<file path="config.mk">
export PLATFORM = sky130hd
export DESIGN_NAME = ssra_ctrl
export DESIGN_NICKNAME = d
export VERILOG_FILES = /design/src/rtl/ssra_pkg.sv /design/src/rtl/ssra_ctrl.sv
export SDC_FILE = /design/constraint.sdc
export NUM_CORES = 1
export LEC_CHECK = 0
export BUFFER_PORTS_ARGS = -buffer_cell sky130_fd_sc_hd__buf_2
export CORE_AREA = 4 4 41 43
export CTS_CLUSTER_SIZE = 24
export DETAILED_ROUTE_END_ITERATION = 8
export DIE_AREA = 0 0 45 47
export GPL_TIMING_DRIVEN = 0
export HOLD_SLACK_MARGIN = 0.12
export PLACE_DENSITY_LB_ADDON = 0.15
export RECOVER_POWER = 50
export SYNTH_ARGS = -nofsm -noshare
export SYNTH_HDL_FRONTEND = slang
export SYNTH_SLANG_ARGS = --single-unit
</file>
<file path="constraint.sdc">
create_clock -name clk -period 1.3 [get_ports clk]
set_input_delay 0.065 -clock clk [delete_from_list [all_inputs] [get_ports clk]]
set_output_delay 0.065 -clock clk [all_outputs]
set_load 0.01 [all_outputs]
</file>
<file path="src/rtl/ssra_pkg.sv">
// shared types and constants of the swap slot reference count allocator
package ssra_pkg;

	localparam int CNT_W     = 13;
	localparam int SLOT_W    = 12;
	localparam int REF_W     = 16;
	localparam int ACT_W     = 3;
	localparam int STAT_W    = 2;
	localparam int MAX_SLOTS_DEF = 4096;

	localparam logic [CNT_W-1:0] SLOT_COUNT_RST = 13'd4096;
	localparam logic [REF_W-1:0] SLOT_UNUSED    = 16'hFFFF;
	localparam logic [REF_W-1:0] SLOT_MAX_REF   = 16'hFFFE;

	localparam logic [ACT_W-1:0] ACT_ALLOC = 3'd0;
	localparam logic [ACT_W-1:0] ACT_DUP   = 3'd1;
	localparam logic [ACT_W-1:0] ACT_REM   = 3'd2;
	localparam logic [ACT_W-1:0] ACT_QRY   = 3'd3;
	localparam logic [ACT_W-1:0] ACT_FREE  = 3'd4;

	localparam logic [STAT_W-1:0] ST_OK      = 2'd0;
	localparam logic [STAT_W-1:0] ST_FAIL    = 2'd1;
	localparam logic [STAT_W-1:0] ST_ILLEGAL = 2'd2;

	typedef enum logic [2:0] {
		S_CLEAR,
		S_IDLE,
		S_EXEC,
		S_ALLOC,
		S_SCAN,
		S_FIN
	} state_t;

	typedef struct packed {
		logic clr_en;
		logic accept;
		logic exec_fire;
		logic alloc_setup;
		logic scan;
		logic fin_fire;
	} ctrl_cmd_t;

	typedef struct packed {
		logic clr_last;
		logic in_alloc;
		logic lim_small;
		logic scan_done;
		logic out_free;
	} dp_stat_t;

endpackage

</file>
<file path="src/rtl/ssra_ctrl.sv">
// controller state machine of the slot allocator
module ssra_ctrl (
	input  logic                  clk,
	input  logic                  arst_n,
	input  logic                  s_tvalid,
	output logic                  s_tready,
	input  ssra_pkg::dp_stat_t    stat,
	output ssra_pkg::ctrl_cmd_t   cmd
);

	ssra_pkg::state_t state_q, state_d;

	always_ff @(posedge clk or negedge arst_n) begin
		if (!arst_n) begin
			state_q <= ssra_pkg::S_CLEAR;
		end else begin
			state_q <= state_d;
		end
	end

	always_comb begin
		state_d  = state_q;
		cmd      = '0;
		s_tready = 1'b0;
		case (state_q)
			ssra_pkg::S_CLEAR: begin
				cmd.clr_en = 1'b1;
				if (stat.clr_last) begin
					state_d = ssra_pkg::S_IDLE;
				end
			end
			ssra_pkg::S_IDLE: begin
				s_tready = 1'b1;
				if (s_tvalid) begin
					cmd.accept = 1'b1;
					state_d = stat.in_alloc ? ssra_pkg::S_ALLOC : ssra_pkg::S_EXEC;
				end
			end
			ssra_pkg::S_EXEC: begin
				if (stat.out_free) begin
					cmd.exec_fire = 1'b1;
					state_d = ssra_pkg::S_IDLE;
				end
			end
			ssra_pkg::S_ALLOC: begin
				cmd.alloc_setup = 1'b1;
				state_d = stat.lim_small ? ssra_pkg::S_FIN : ssra_pkg::S_SCAN;
			end
			ssra_pkg::S_SCAN: begin
				cmd.scan = 1'b1;
				if (stat.scan_done) begin
					state_d = ssra_pkg::S_FIN;
				end
			end
			ssra_pkg::S_FIN: begin
				if (stat.out_free) begin
					cmd.fin_fire = 1'b1;
					state_d = ssra_pkg::S_IDLE;
				end
			end
			default: begin
				state_d = ssra_pkg::S_CLEAR;
			end
		endcase
	end

endmodule

</file>
==> metrics.txt, run 1 <==
# TYPE chip_impl_metric gauge
chip_impl_metric{name="regToRegSetupSlack",unit="ns"} 0.02
chip_impl_metric{name="cts_sinks",unit=""} 3
chip_impl_metric{name="fp-row-count",unit=""} 13
chip_impl_metric{name="finalSetupViolations",unit=""} 0
chip_impl_metric{name="count_of_vias_placed_by_the_detailed_router",unit=""} 308
chip_impl_info{name="critical_path.reg2reg.endpoint",value="state_q[0]"} 1
chip_impl_metric{name="max_stage_delay",unit="ns"} 0.37
chip_impl_metric{name="worst-path-max-fanout",unit=""} 6
chip_impl_info{name="critPathCapture",value="cmd[3]"} 1
chip_impl_metric{name="hpwl",unit="microns"} 492.3
chip_impl_metric{name="detailedRoute.firstIterationViolations",unit=""} 8
chip_impl_metric{name="proportion_of_layout_cells_with_a_drive_suffix_above_1",unit="%"} 59.65
chip_impl_info{name="cts_root_buffer",value="sky130_fd_sc_hd__clkbuf_4"} 1
chip_impl_metric{name="grt_antenna_before_repair",unit=""} 0
chip_impl_metric{name="synth_warnings",unit=""} 0
chip_impl_metric{name="gpl.final_weighted_congestion",unit=""} 0.6749
chip_impl_info{name="crit_path_frequent_cell",value="sky130_fd_sc_hd__buf_2"} 1
chip_impl_metric{name="insertion_delay",unit="ns"} 0.23
chip_impl_info{name="post_synth_main_area_contributors",value="sky130_fd_sc_hd__dfrtp_1 28%, sky130_fd_sc_hd__buf_6 8.4%, sky130_fd_sc_hd__mux2i_1 7.5%"} 1
chip_impl_info{name="worst-setup-path-type",value="reg -> out"} 1
chip_impl_metric{name="tritoncts.num_buffers",unit=""} 3
chip_impl_metric{name="gr-usage-all-layers",unit="%"} 7.595
chip_impl_metric{name="antennaDiodeCount",unit=""} 0
chip_impl_metric{name="fp.dieH",unit="microns"} 47
chip_impl_metric{name="largest_voltage_drop_on_the_vdd_net",unit="mV"} 0.7161
chip_impl_info{name="classification_of_the_worst_slack_hold_path",value="in -> reg"} 1
chip_impl_info{name="cp_cell_sequence",value="buf_6 > buf_2 > and4bb_2 > buf_2"} 1
chip_impl_metric{name="num-nets-final",unit=""} 66
chip_impl_metric{name="number_of_flops_mapped_to_enable_cells_by_yosys",unit=""} 0
chip_impl_metric{name="r2r.worst_path.cells",unit=""} 5
chip_impl_metric{name="period_share",unit="%"} 99.71
chip_impl_metric{name="synthesis.instances",unit=""} 32
chip_impl_metric{name="postSynthRegisterBits",unit=""} 3
chip_impl_metric{name="total_core_area",unit="sq um"} 1301
chip_impl_metric{name="critPathBufInv",unit=""} 3
chip_impl_metric{name="layout_min_cycle_time",unit="ns"} 1.296
chip_impl_metric{name="drt_pre_antenna_iters",unit=""} 2
chip_impl_metric{name="dpl_cell_area",unit="sq um"} 356.6
chip_impl_metric{name="worst_ep_arrival_time",unit="ns"} 1.23
chip_impl_metric{name="number_of_max_slew_violations_in_the_final_report",unit=""} 0
chip_impl_metric{name="post-route-drc-count",unit=""} 0
chip_impl_info{name="endpoint_kind",value="output pin"} 1
chip_impl_metric{name="post_synth_instance_area",unit="sq um"} 267.8
chip_impl_info{name="synthDominantAreaCellType",value="sky130_fd_sc_hd__dfrtp_1"} 1
chip_impl_info{name="rsz_0062_raised_after_global_routing",value="true"} 1
chip_impl_metric{name="h-tree-depth",unit=""} 1
chip_impl_metric{name="finalHoldViolCount",unit=""} 0
chip_impl_metric{name="post_drt_via_cell_ratio",unit=""} 4.278
chip_impl_metric{name="ant_nets",unit=""} 0
chip_impl_metric{name="clock-skew-final",unit="ns"} 0.002697
chip_impl_metric{name="largest_reg_flops",unit=""} 3
chip_impl_metric{name="initial_core_util",unit="%"} 20.58
chip_impl_info{name="synth.top_cells.by_count",value="4 x sky130_fd_sc_hd__nor2_1, 3 x sky130_fd_sc_hd__dfrtp_1, 3 x sky130_fd_sc_hd__nand2_1"} 1
chip_impl_metric{name="detailedPlace.worstSlack",unit="ns"} -0.04566
chip_impl_info{name="worstSetupStartpointType",value="register"} 1
chip_impl_metric{name="critical_path_cell_count",unit=""} 4
chip_impl_metric{name="largest_net_degree_at_the_start_of_global_routing",unit=""} 11
chip_impl_metric{name="final.setup.worst_slack",unit="ns"} 0.003833
chip_impl_metric{name="layout-area-overhead-vs-synth",unit="%"} 82.71
chip_impl_metric{name="grt_first_pass_wirelength",unit="microns"} 1173
chip_impl_info{name="tritoncts",value="yes"} 1
chip_impl_metric{name="grt-ovfl-total",unit=""} 0
chip_impl_metric{name="clkTransAtPathRegs",unit="ns"} 0.03
chip_impl_metric{name="async_reset_ff_share",unit="%"} 100.0
chip_impl_info{name="critical_path.top_delay_family",value="buffers and inverters"} 1
chip_impl_metric{name="design_power_total",unit="mW"} 1.099
chip_impl_metric{name="synth_top_cell_area_share",unit="%"} 28.04
chip_impl_metric{name="drt-total-wl",unit="microns"} 787
chip_impl_metric{name="fmax",unit="MHz"} 771.5
chip_impl_metric{name="ys_seq_area_share",unit="%"} 28.04
chip_impl_metric{name="p_leak",unit="nW"} 0.2568
chip_impl_metric{name="ports_placed_on_the_boundary",unit=""} 15
chip_impl_info{name="status",value="complete, no violations"} 1
chip_impl_metric{name="wl_per_cell",unit="microns"} 10.93
chip_impl_metric{name="max_slew_margin",unit="%"} 84.05
chip_impl_info{name="largest_register",value="state_q"} 1
chip_impl_metric{name="synth_fp_nets",unit=""} 40
chip_impl_metric{name="fillerInstances",unit=""} 158
chip_impl_info{name="critical_path.startpoint",value="state_q[1]"} 1
chip_impl_metric{name="placed_cells",unit=""} 61
chip_impl_info{name="largest_registers",value="state_q (3)"} 1
chip_impl_info{name="post-synth-top-count-cell",value="sky130_fd_sc_hd__nor2_1"} 1
chip_impl_info{name="slowest_cell_on_crit_path",value="sky130_fd_sc_hd__dfrtp_1"} 1
chip_impl_metric{name="crit_required",unit="ns"} 1.24
chip_impl_metric{name="clock_path_buffers",unit=""} 2
chip_impl_info{name="ys_dominant_reg_cell",value="sky130_fd_sc_hd__dfrtp_1"} 1
chip_impl_metric{name="post_synth_num_cell_types",unit=""} 19
chip_impl_metric{name="timing.max_cap.violations",unit=""} 0
chip_impl_info{name="timing.rr.start",value="state_q[2]"} 1
chip_impl_metric{name="die_area",unit="sq um"} 2115
chip_impl_metric{name="worst-slew-pin-transition",unit="ns"} 0.2388
chip_impl_metric{name="cellPowerDensity",unit="nW/um^2"} 2246
chip_impl_metric{name="setup_total_negative_slack",unit="ns"} 0
chip_impl_metric{name="final_area",unit="sq um"} 489.2
chip_impl_metric{name="via_count_of_the_first_global_routing_pass",unit=""} 296
chip_impl_metric{name="horizontal_die_dimension",unit="microns"} 45
chip_impl_metric{name="stdcell_count",unit=""} 72
chip_impl_metric{name="place.port_buffers",unit=""} 14
chip_impl_metric{name="average_instance_area_after_synthesis",unit="sq um"} 8.367
[routing by layer]
layer	share of wire [%]	wire length, microns	GRT usage [%]	vias to the layer above
met1	40	312	8.904	138
li1	-	-	-	159
met3	8.0	63	2.299	0
met4	0	0	7.018	0
met5	0	0	0	-
met2	52	411	11.02	11
[through the flow]
step	hold slack, ns	utilization, %
floorplan	-0.2306	-
global placement	-0.1380	27.40
detailed placement	-0.1378	27.40
CTS	0.1546	31.35
global route	0.1596	37.60
finish	0.1647	37.60
[what timing repair did]
action / CTS / global route
hold buffers: 1 / 0
pin swaps: 0 / 2
hold endpoints to repair: 3 / 0
buffers inserted: 0 / 6
gates resized for setup: 2 / 11
setup endpoints to repair: 1 / 3
[kinds of logic (layout without fill, tap and decap cells)]
group	count (synthesis)	after routing	synth area share [%]
AND/OR/NAND/NOR	15	15	33.64
AO/OA/AOI/OAI	7	7	16.82
buffers and inverters	5	30	14.02
flip-flops	3	3	28.04
multiplexers	2	2	7.477
[worst min path at each step]
stage                         from    endpoint  slack (ns)  depth (start not counted)
final                      stat[3]  state_q[0]        0.16                          3
after global routing      s_tvalid  state_q[1]        0.16                          3
after CTS                   arst_n  state_q[2]        0.15                          2
after detailed placement    arst_n  state_q[2]       -0.14                          1
after global placement      arst_n  state_q[2]       -0.14                          1
after floorplan             arst_n  state_q[0]       -0.23                          0
[worst reg2reg max path, stage by stage, from the launching register on]
cell                       delay (ns)
sky130_fd_sc_hd__dfrtp_1         0.36
sky130_fd_sc_hd__buf_6           0.14
sky130_fd_sc_hd__nor4b_4         0.29
sky130_fd_sc_hd__a211oi_2        0.09
sky130_fd_sc_hd__o21ai_1         0.10
sky130_fd_sc_hd__mux2i_1         0.21
[cells in the final DEF, fill, tap and decap left out]
cell                            instances
sky130_fd_sc_hd__buf_6                  4
sky130_fd_sc_hd__a21oi_1                2
sky130_fd_sc_hd__o21ai_1                1
sky130_fd_sc_hd__a211oi_2               1
sky130_fd_sc_hd__nor2_2                 1
sky130_fd_sc_hd__nand2_1                3
sky130_fd_sc_hd__buf_2                 14
sky130_fd_sc_hd__clkbuf_4               3
sky130_fd_sc_hd__mux2i_1                2
sky130_fd_sc_hd__dfrtp_2                1
sky130_fd_sc_hd__dfrtp_1                2
sky130_fd_sc_hd__nor4_4                 1
sky130_fd_sc_hd__nor2_1                 3
sky130_fd_sc_hd__and4bb_2               1
sky130_fd_sc_hd__nor3_2                 1
sky130_fd_sc_hd__nor2b_4                1
sky130_fd_sc_hd__dlygate4sd3_1          1
sky130_fd_sc_hd__buf_4                  4
sky130_fd_sc_hd__nor4b_4                1
sky130_fd_sc_hd__nor2b_1                1
sky130_fd_sc_hd__a21o_1                 1
sky130_fd_sc_hd__o21ai_0                2
sky130_fd_sc_hd__clkbuf_1               2
sky130_fd_sc_hd__nand2b_4               1
sky130_fd_sc_hd__and3_1                 1
sky130_fd_sc_hd__inv_1                  2
[area by class of cell]
class	instances	area (sq um)	share of cell area, %
multi-input combinational	24	201.4	41.18
buffer	3	33.78	6.905
sequential	3	76.32	15.60
tap	15	18.77	3.836
timing repair buffer	21	125.1	25.58
clock buffer	4	26.28	5.371
inverter	2	7.507	1.535
[where the power goes]
group / total [mW] / internal [mW] / leakage, nW / switching (mW)
clock network: 0.157 / 0.115 / 0.0150 / 0.0424
registers: 0.173 / 0.138 / 0.0355 / 0.0352
logic: 0.769 / 0.398 / 0.206 / 0.370
No activity file was read; power rests on OpenSTA's default activity.
==> run 2: changes to the inputs <==
- CAP_MARGIN: not set -> 20
- CELL_PAD_IN_SITES_DETAIL_PLACEMENT: not set -> 0
- CELL_PAD_IN_SITES_GLOBAL_PLACEMENT: not set -> 2
- CORE_AREA: 4 4 41 43 -> not set
- CORE_MARGIN: not set -> 4
- CORE_UTILIZATION: not set -> 18
- DIE_AREA: 0 0 45 47 -> not set
==> run 2 against run 1 <==
  * Sequential power is 5% lower
  * Maximum frequency is 0.25% higher
  * Via count is 3.9% lower
  * Clock power is 5% higher
  * Critical endpoint is now state_q[0]
  * Largest cell class unchanged
  * Largest power group unchanged
==> metrics.txt, run 2 (synthesis gave the netlist of run 1 again) <==
# TYPE chip_impl_metric gauge
chip_impl_info{name="status",value="complete, no violations"} 1
chip_impl_metric{name="multiInputGateArea",unit="sq um"} 172.7
chip_impl_metric{name="finalSetupViolations",unit=""} 0
chip_impl_metric{name="fp-row-count",unit=""} 13
chip_impl_metric{name="post_drt_via_cell_ratio",unit=""} 4.418
chip_impl_info{name="rsz_0062_raised_after_global_routing",value="true"} 1
chip_impl_metric{name="gpl.final_weighted_congestion",unit=""} 0.7278
chip_impl_metric{name="final_core_utilization",unit="%"} 31.60
chip_impl_info{name="critical_path.reg2reg.endpoint",value="state_q[0]"} 1
chip_impl_metric{name="largest_voltage_drop_on_the_vdd_net",unit="mV"} 0.7227
chip_impl_info{name="largest_registers",value="state_q (3)"} 1
chip_impl_metric{name="insertion_delay",unit="ns"} 0.23
chip_impl_metric{name="num-nets-final",unit=""} 61
chip_impl_metric{name="worst-path-max-fanout",unit=""} 9
chip_impl_metric{name="period_share",unit="%"} 99.46
chip_impl_metric{name="final.setup.worst_slack",unit="ns"} 0.007071
chip_impl_metric{name="number_of_max_slew_violations_in_the_final_report",unit=""} 0
chip_impl_info{name="cts_root_buffer",value="sky130_fd_sc_hd__clkbuf_4"} 1
chip_impl_metric{name="cellPowerDensity",unit="nW/um^2"} 2214
chip_impl_metric{name="horizontal_die_dimension",unit="microns"} 46.57
chip_impl_metric{name="proportion_of_layout_cells_with_a_drive_suffix_above_1",unit="%"} 48.08
chip_impl_info{name="worst-setup-path-type",value="reg -> reg"} 1
chip_impl_metric{name="antennaDiodeCount",unit=""} 0
chip_impl_metric{name="p_leak",unit="nW"} 0.2204
chip_impl_metric{name="ports_placed_on_the_boundary",unit=""} 15
chip_impl_metric{name="cts_sinks",unit=""} 3
chip_impl_info{name="final_common_cell",value="sky130_fd_sc_hd__buf_2"} 1
chip_impl_metric{name="clock_path_buffers",unit=""} 2
chip_impl_metric{name="layout-area-overhead-vs-synth",unit="%"} 59.35
chip_impl_metric{name="seq_area",unit="sq um"} 75.07
chip_impl_metric{name="via_count_of_the_first_global_routing_pass",unit=""} 271
chip_impl_metric{name="wl_per_cell",unit="microns"} 11.24
chip_impl_metric{name="detailedRoute.firstIterationViolations",unit=""} 5
chip_impl_info{name="critPathCapture",value="state_q[0]"} 1
chip_impl_metric{name="fillerInstances",unit=""} 148
chip_impl_metric{name="worst_ep_arrival_time",unit="ns"} 1.44
chip_impl_info{name="critical_path.top_delay_family",value="flip-flops"} 1
chip_impl_info{name="cp_cell_sequence",value="buf_6 > nor4b_2 > a211oi_2 > o21ai_1 > mux2i_1"} 1
chip_impl_metric{name="critical_path_cell_count",unit=""} 5
chip_impl_metric{name="grt_first_pass_wirelength",unit="microns"} 1055
chip_impl_metric{name="gr-usage-all-layers",unit="%"} 7.680
chip_impl_info{name="slowest_cell_on_crit_path",value="sky130_fd_sc_hd__dfrtp_1"} 1
chip_impl_metric{name="clkTransAtPathRegs",unit="ns"} 0.04
chip_impl_metric{name="ant_nets",unit=""} 0
chip_impl_metric{name="die_area",unit="sq um"} 2169
chip_impl_info{name="classification_of_the_worst_slack_hold_path",value="in -> reg"} 1
chip_impl_metric{name="detailedPlace.worstSlack",unit="ns"} -0.05513
chip_impl_metric{name="grt-ovfl-total",unit=""} 0
chip_impl_metric{name="r2r.worst_path.cells",unit=""} 5
chip_impl_info{name="largest_register",value="state_q"} 1
chip_impl_metric{name="setup_total_negative_slack",unit="ns"} 0
chip_impl_metric{name="max_slew_margin",unit="%"} 83.89
chip_impl_metric{name="worst-slew-pin-transition",unit="ns"} 0.2410
chip_impl_info{name="timing.rr.start",value="state_q[2]"} 1
chip_impl_metric{name="tritoncts.num_buffers",unit=""} 3
chip_impl_metric{name="largest_net_degree_at_the_start_of_global_routing",unit=""} 11
chip_impl_info{name="tritoncts",value="yes"} 1
chip_impl_metric{name="hold-path-cell-count",unit=""} 3
chip_impl_metric{name="finalHoldViolCount",unit=""} 0
chip_impl_metric{name="critPathBufInv",unit=""} 1
chip_impl_info{name="worstSetupStartpointType",value="register"} 1
chip_impl_metric{name="drt_pre_antenna_iters",unit=""} 4
chip_impl_info{name="layout_common_cells",value="12 x sky130_fd_sc_hd__buf_2, 4 x sky130_fd_sc_hd__buf_6, 4 x sky130_fd_sc_hd__nor2_1, 3 x sky130_fd_sc_hd__clkbuf_4, 3 x sky130_fd_sc_hd__dfrtp_1"} 1
chip_impl_metric{name="largest_reg_flops",unit=""} 3
chip_impl_metric{name="dpl_cell_area",unit="sq um"} 356.6
chip_impl_metric{name="fmax",unit="MHz"} 773.4
chip_impl_metric{name="crit_required",unit="ns"} 1.45
chip_impl_metric{name="layout_min_cycle_time",unit="ns"} 1.293
chip_impl_metric{name="post-route-drc-count",unit=""} 0
chip_impl_metric{name="total_core_area",unit="sq um"} 1350
chip_impl_metric{name="place.port_buffers",unit=""} 14
chip_impl_metric{name="clock-skew-final",unit="ns"} 0.002768
chip_impl_metric{name="initial_core_util",unit="%"} 19.83
chip_impl_metric{name="h-tree-depth",unit=""} 1
chip_impl_metric{name="timing.max_cap.violations",unit=""} 0
chip_impl_metric{name="max_stage_delay",unit="ns"} 0.36
chip_impl_metric{name="hpwl",unit="microns"} 541.5
chip_impl_metric{name="drt-total-wl",unit="microns"} 753
chip_impl_metric{name="regToRegSetupSlack",unit="ns"} 0.007
chip_impl_metric{name="final.hold.worst_slack",unit="ns"} 0.1489
chip_impl_info{name="endpoint_kind",value="register"} 1
chip_impl_info{name="critical_path.startpoint",value="state_q[2]"} 1
chip_impl_metric{name="fp.dieH",unit="microns"} 46.57
chip_impl_metric{name="grt_antenna_before_repair",unit=""} 0
chip_impl_metric{name="count_of_vias_placed_by_the_detailed_router",unit=""} 296
chip_impl_metric{name="final_area",unit="sq um"} 426.7
[run 2: metrics by stage]
stage | instances | power [mW]
after global placement | 61 | 0.7079
after global routing | 67 | 1.025
after CTS | 66 | 0.9147
after floorplan | 32 | 0.5600
final | 67 | 0.9448
after detailed placement | 61 | 0.7092
[run 2: per-layer routing]
layer | GRT usage, % | vias up | routed length [microns]
li1 | - | 152 | -
met1 | 8.565 | 132 | 303
met2 | 10.71 | 10 | 380
met3 | 0 | 2 | 49
met4 | 11.93 | 0 | 20
met5 | 0 | - | 0
[run 2: how the worst min path moves through the flow]
stage / startpoint / end / slack (ns)
floorplan: arst_n / state_q[0] / -0.23
global placement: arst_n / state_q[2] / -0.14
detailed placement: arst_n / state_q[0] / -0.14
CTS: arst_n / state_q[1] / 0.14
global route: s_tvalid / state_q[1] / 0.15
finish: s_tvalid / state_q[1] / 0.15
[run 2: worst min-delay path: stages]
cell	delay, ns
sky130_fd_sc_hd__buf_2	0.10
sky130_fd_sc_hd__a21oi_1	0.06
sky130_fd_sc_hd__a21oi_1	0.11
[run 2: cell type report]
type	instances	area share [%]
Buffer	3	7.918
Timing Repair Buffer	16	21.70
Multi-Input combinational cell	24	40.47
Clock buffer	4	6.158
Sequential cell	3	17.60
Inverter	2	1.760
Tap cell	15	4.399
[run 2: power by group]
group	switching [mW]	internal (mW)
registers	0.0299	0.135
logic	0.322	0.292
clock network	0.0503	0.115
[run 2: timing repair]
action | in CTS | in global routing
endpoints found under the setup margin | 1 | 5
pin swaps | 0 | 2
cloned | 0 | 0
hold buffers | 1 | 0
gates resized for setup | 2 | 3
buffers inserted | 0 | 1
endpoints found under the hold margin | 3 | 0
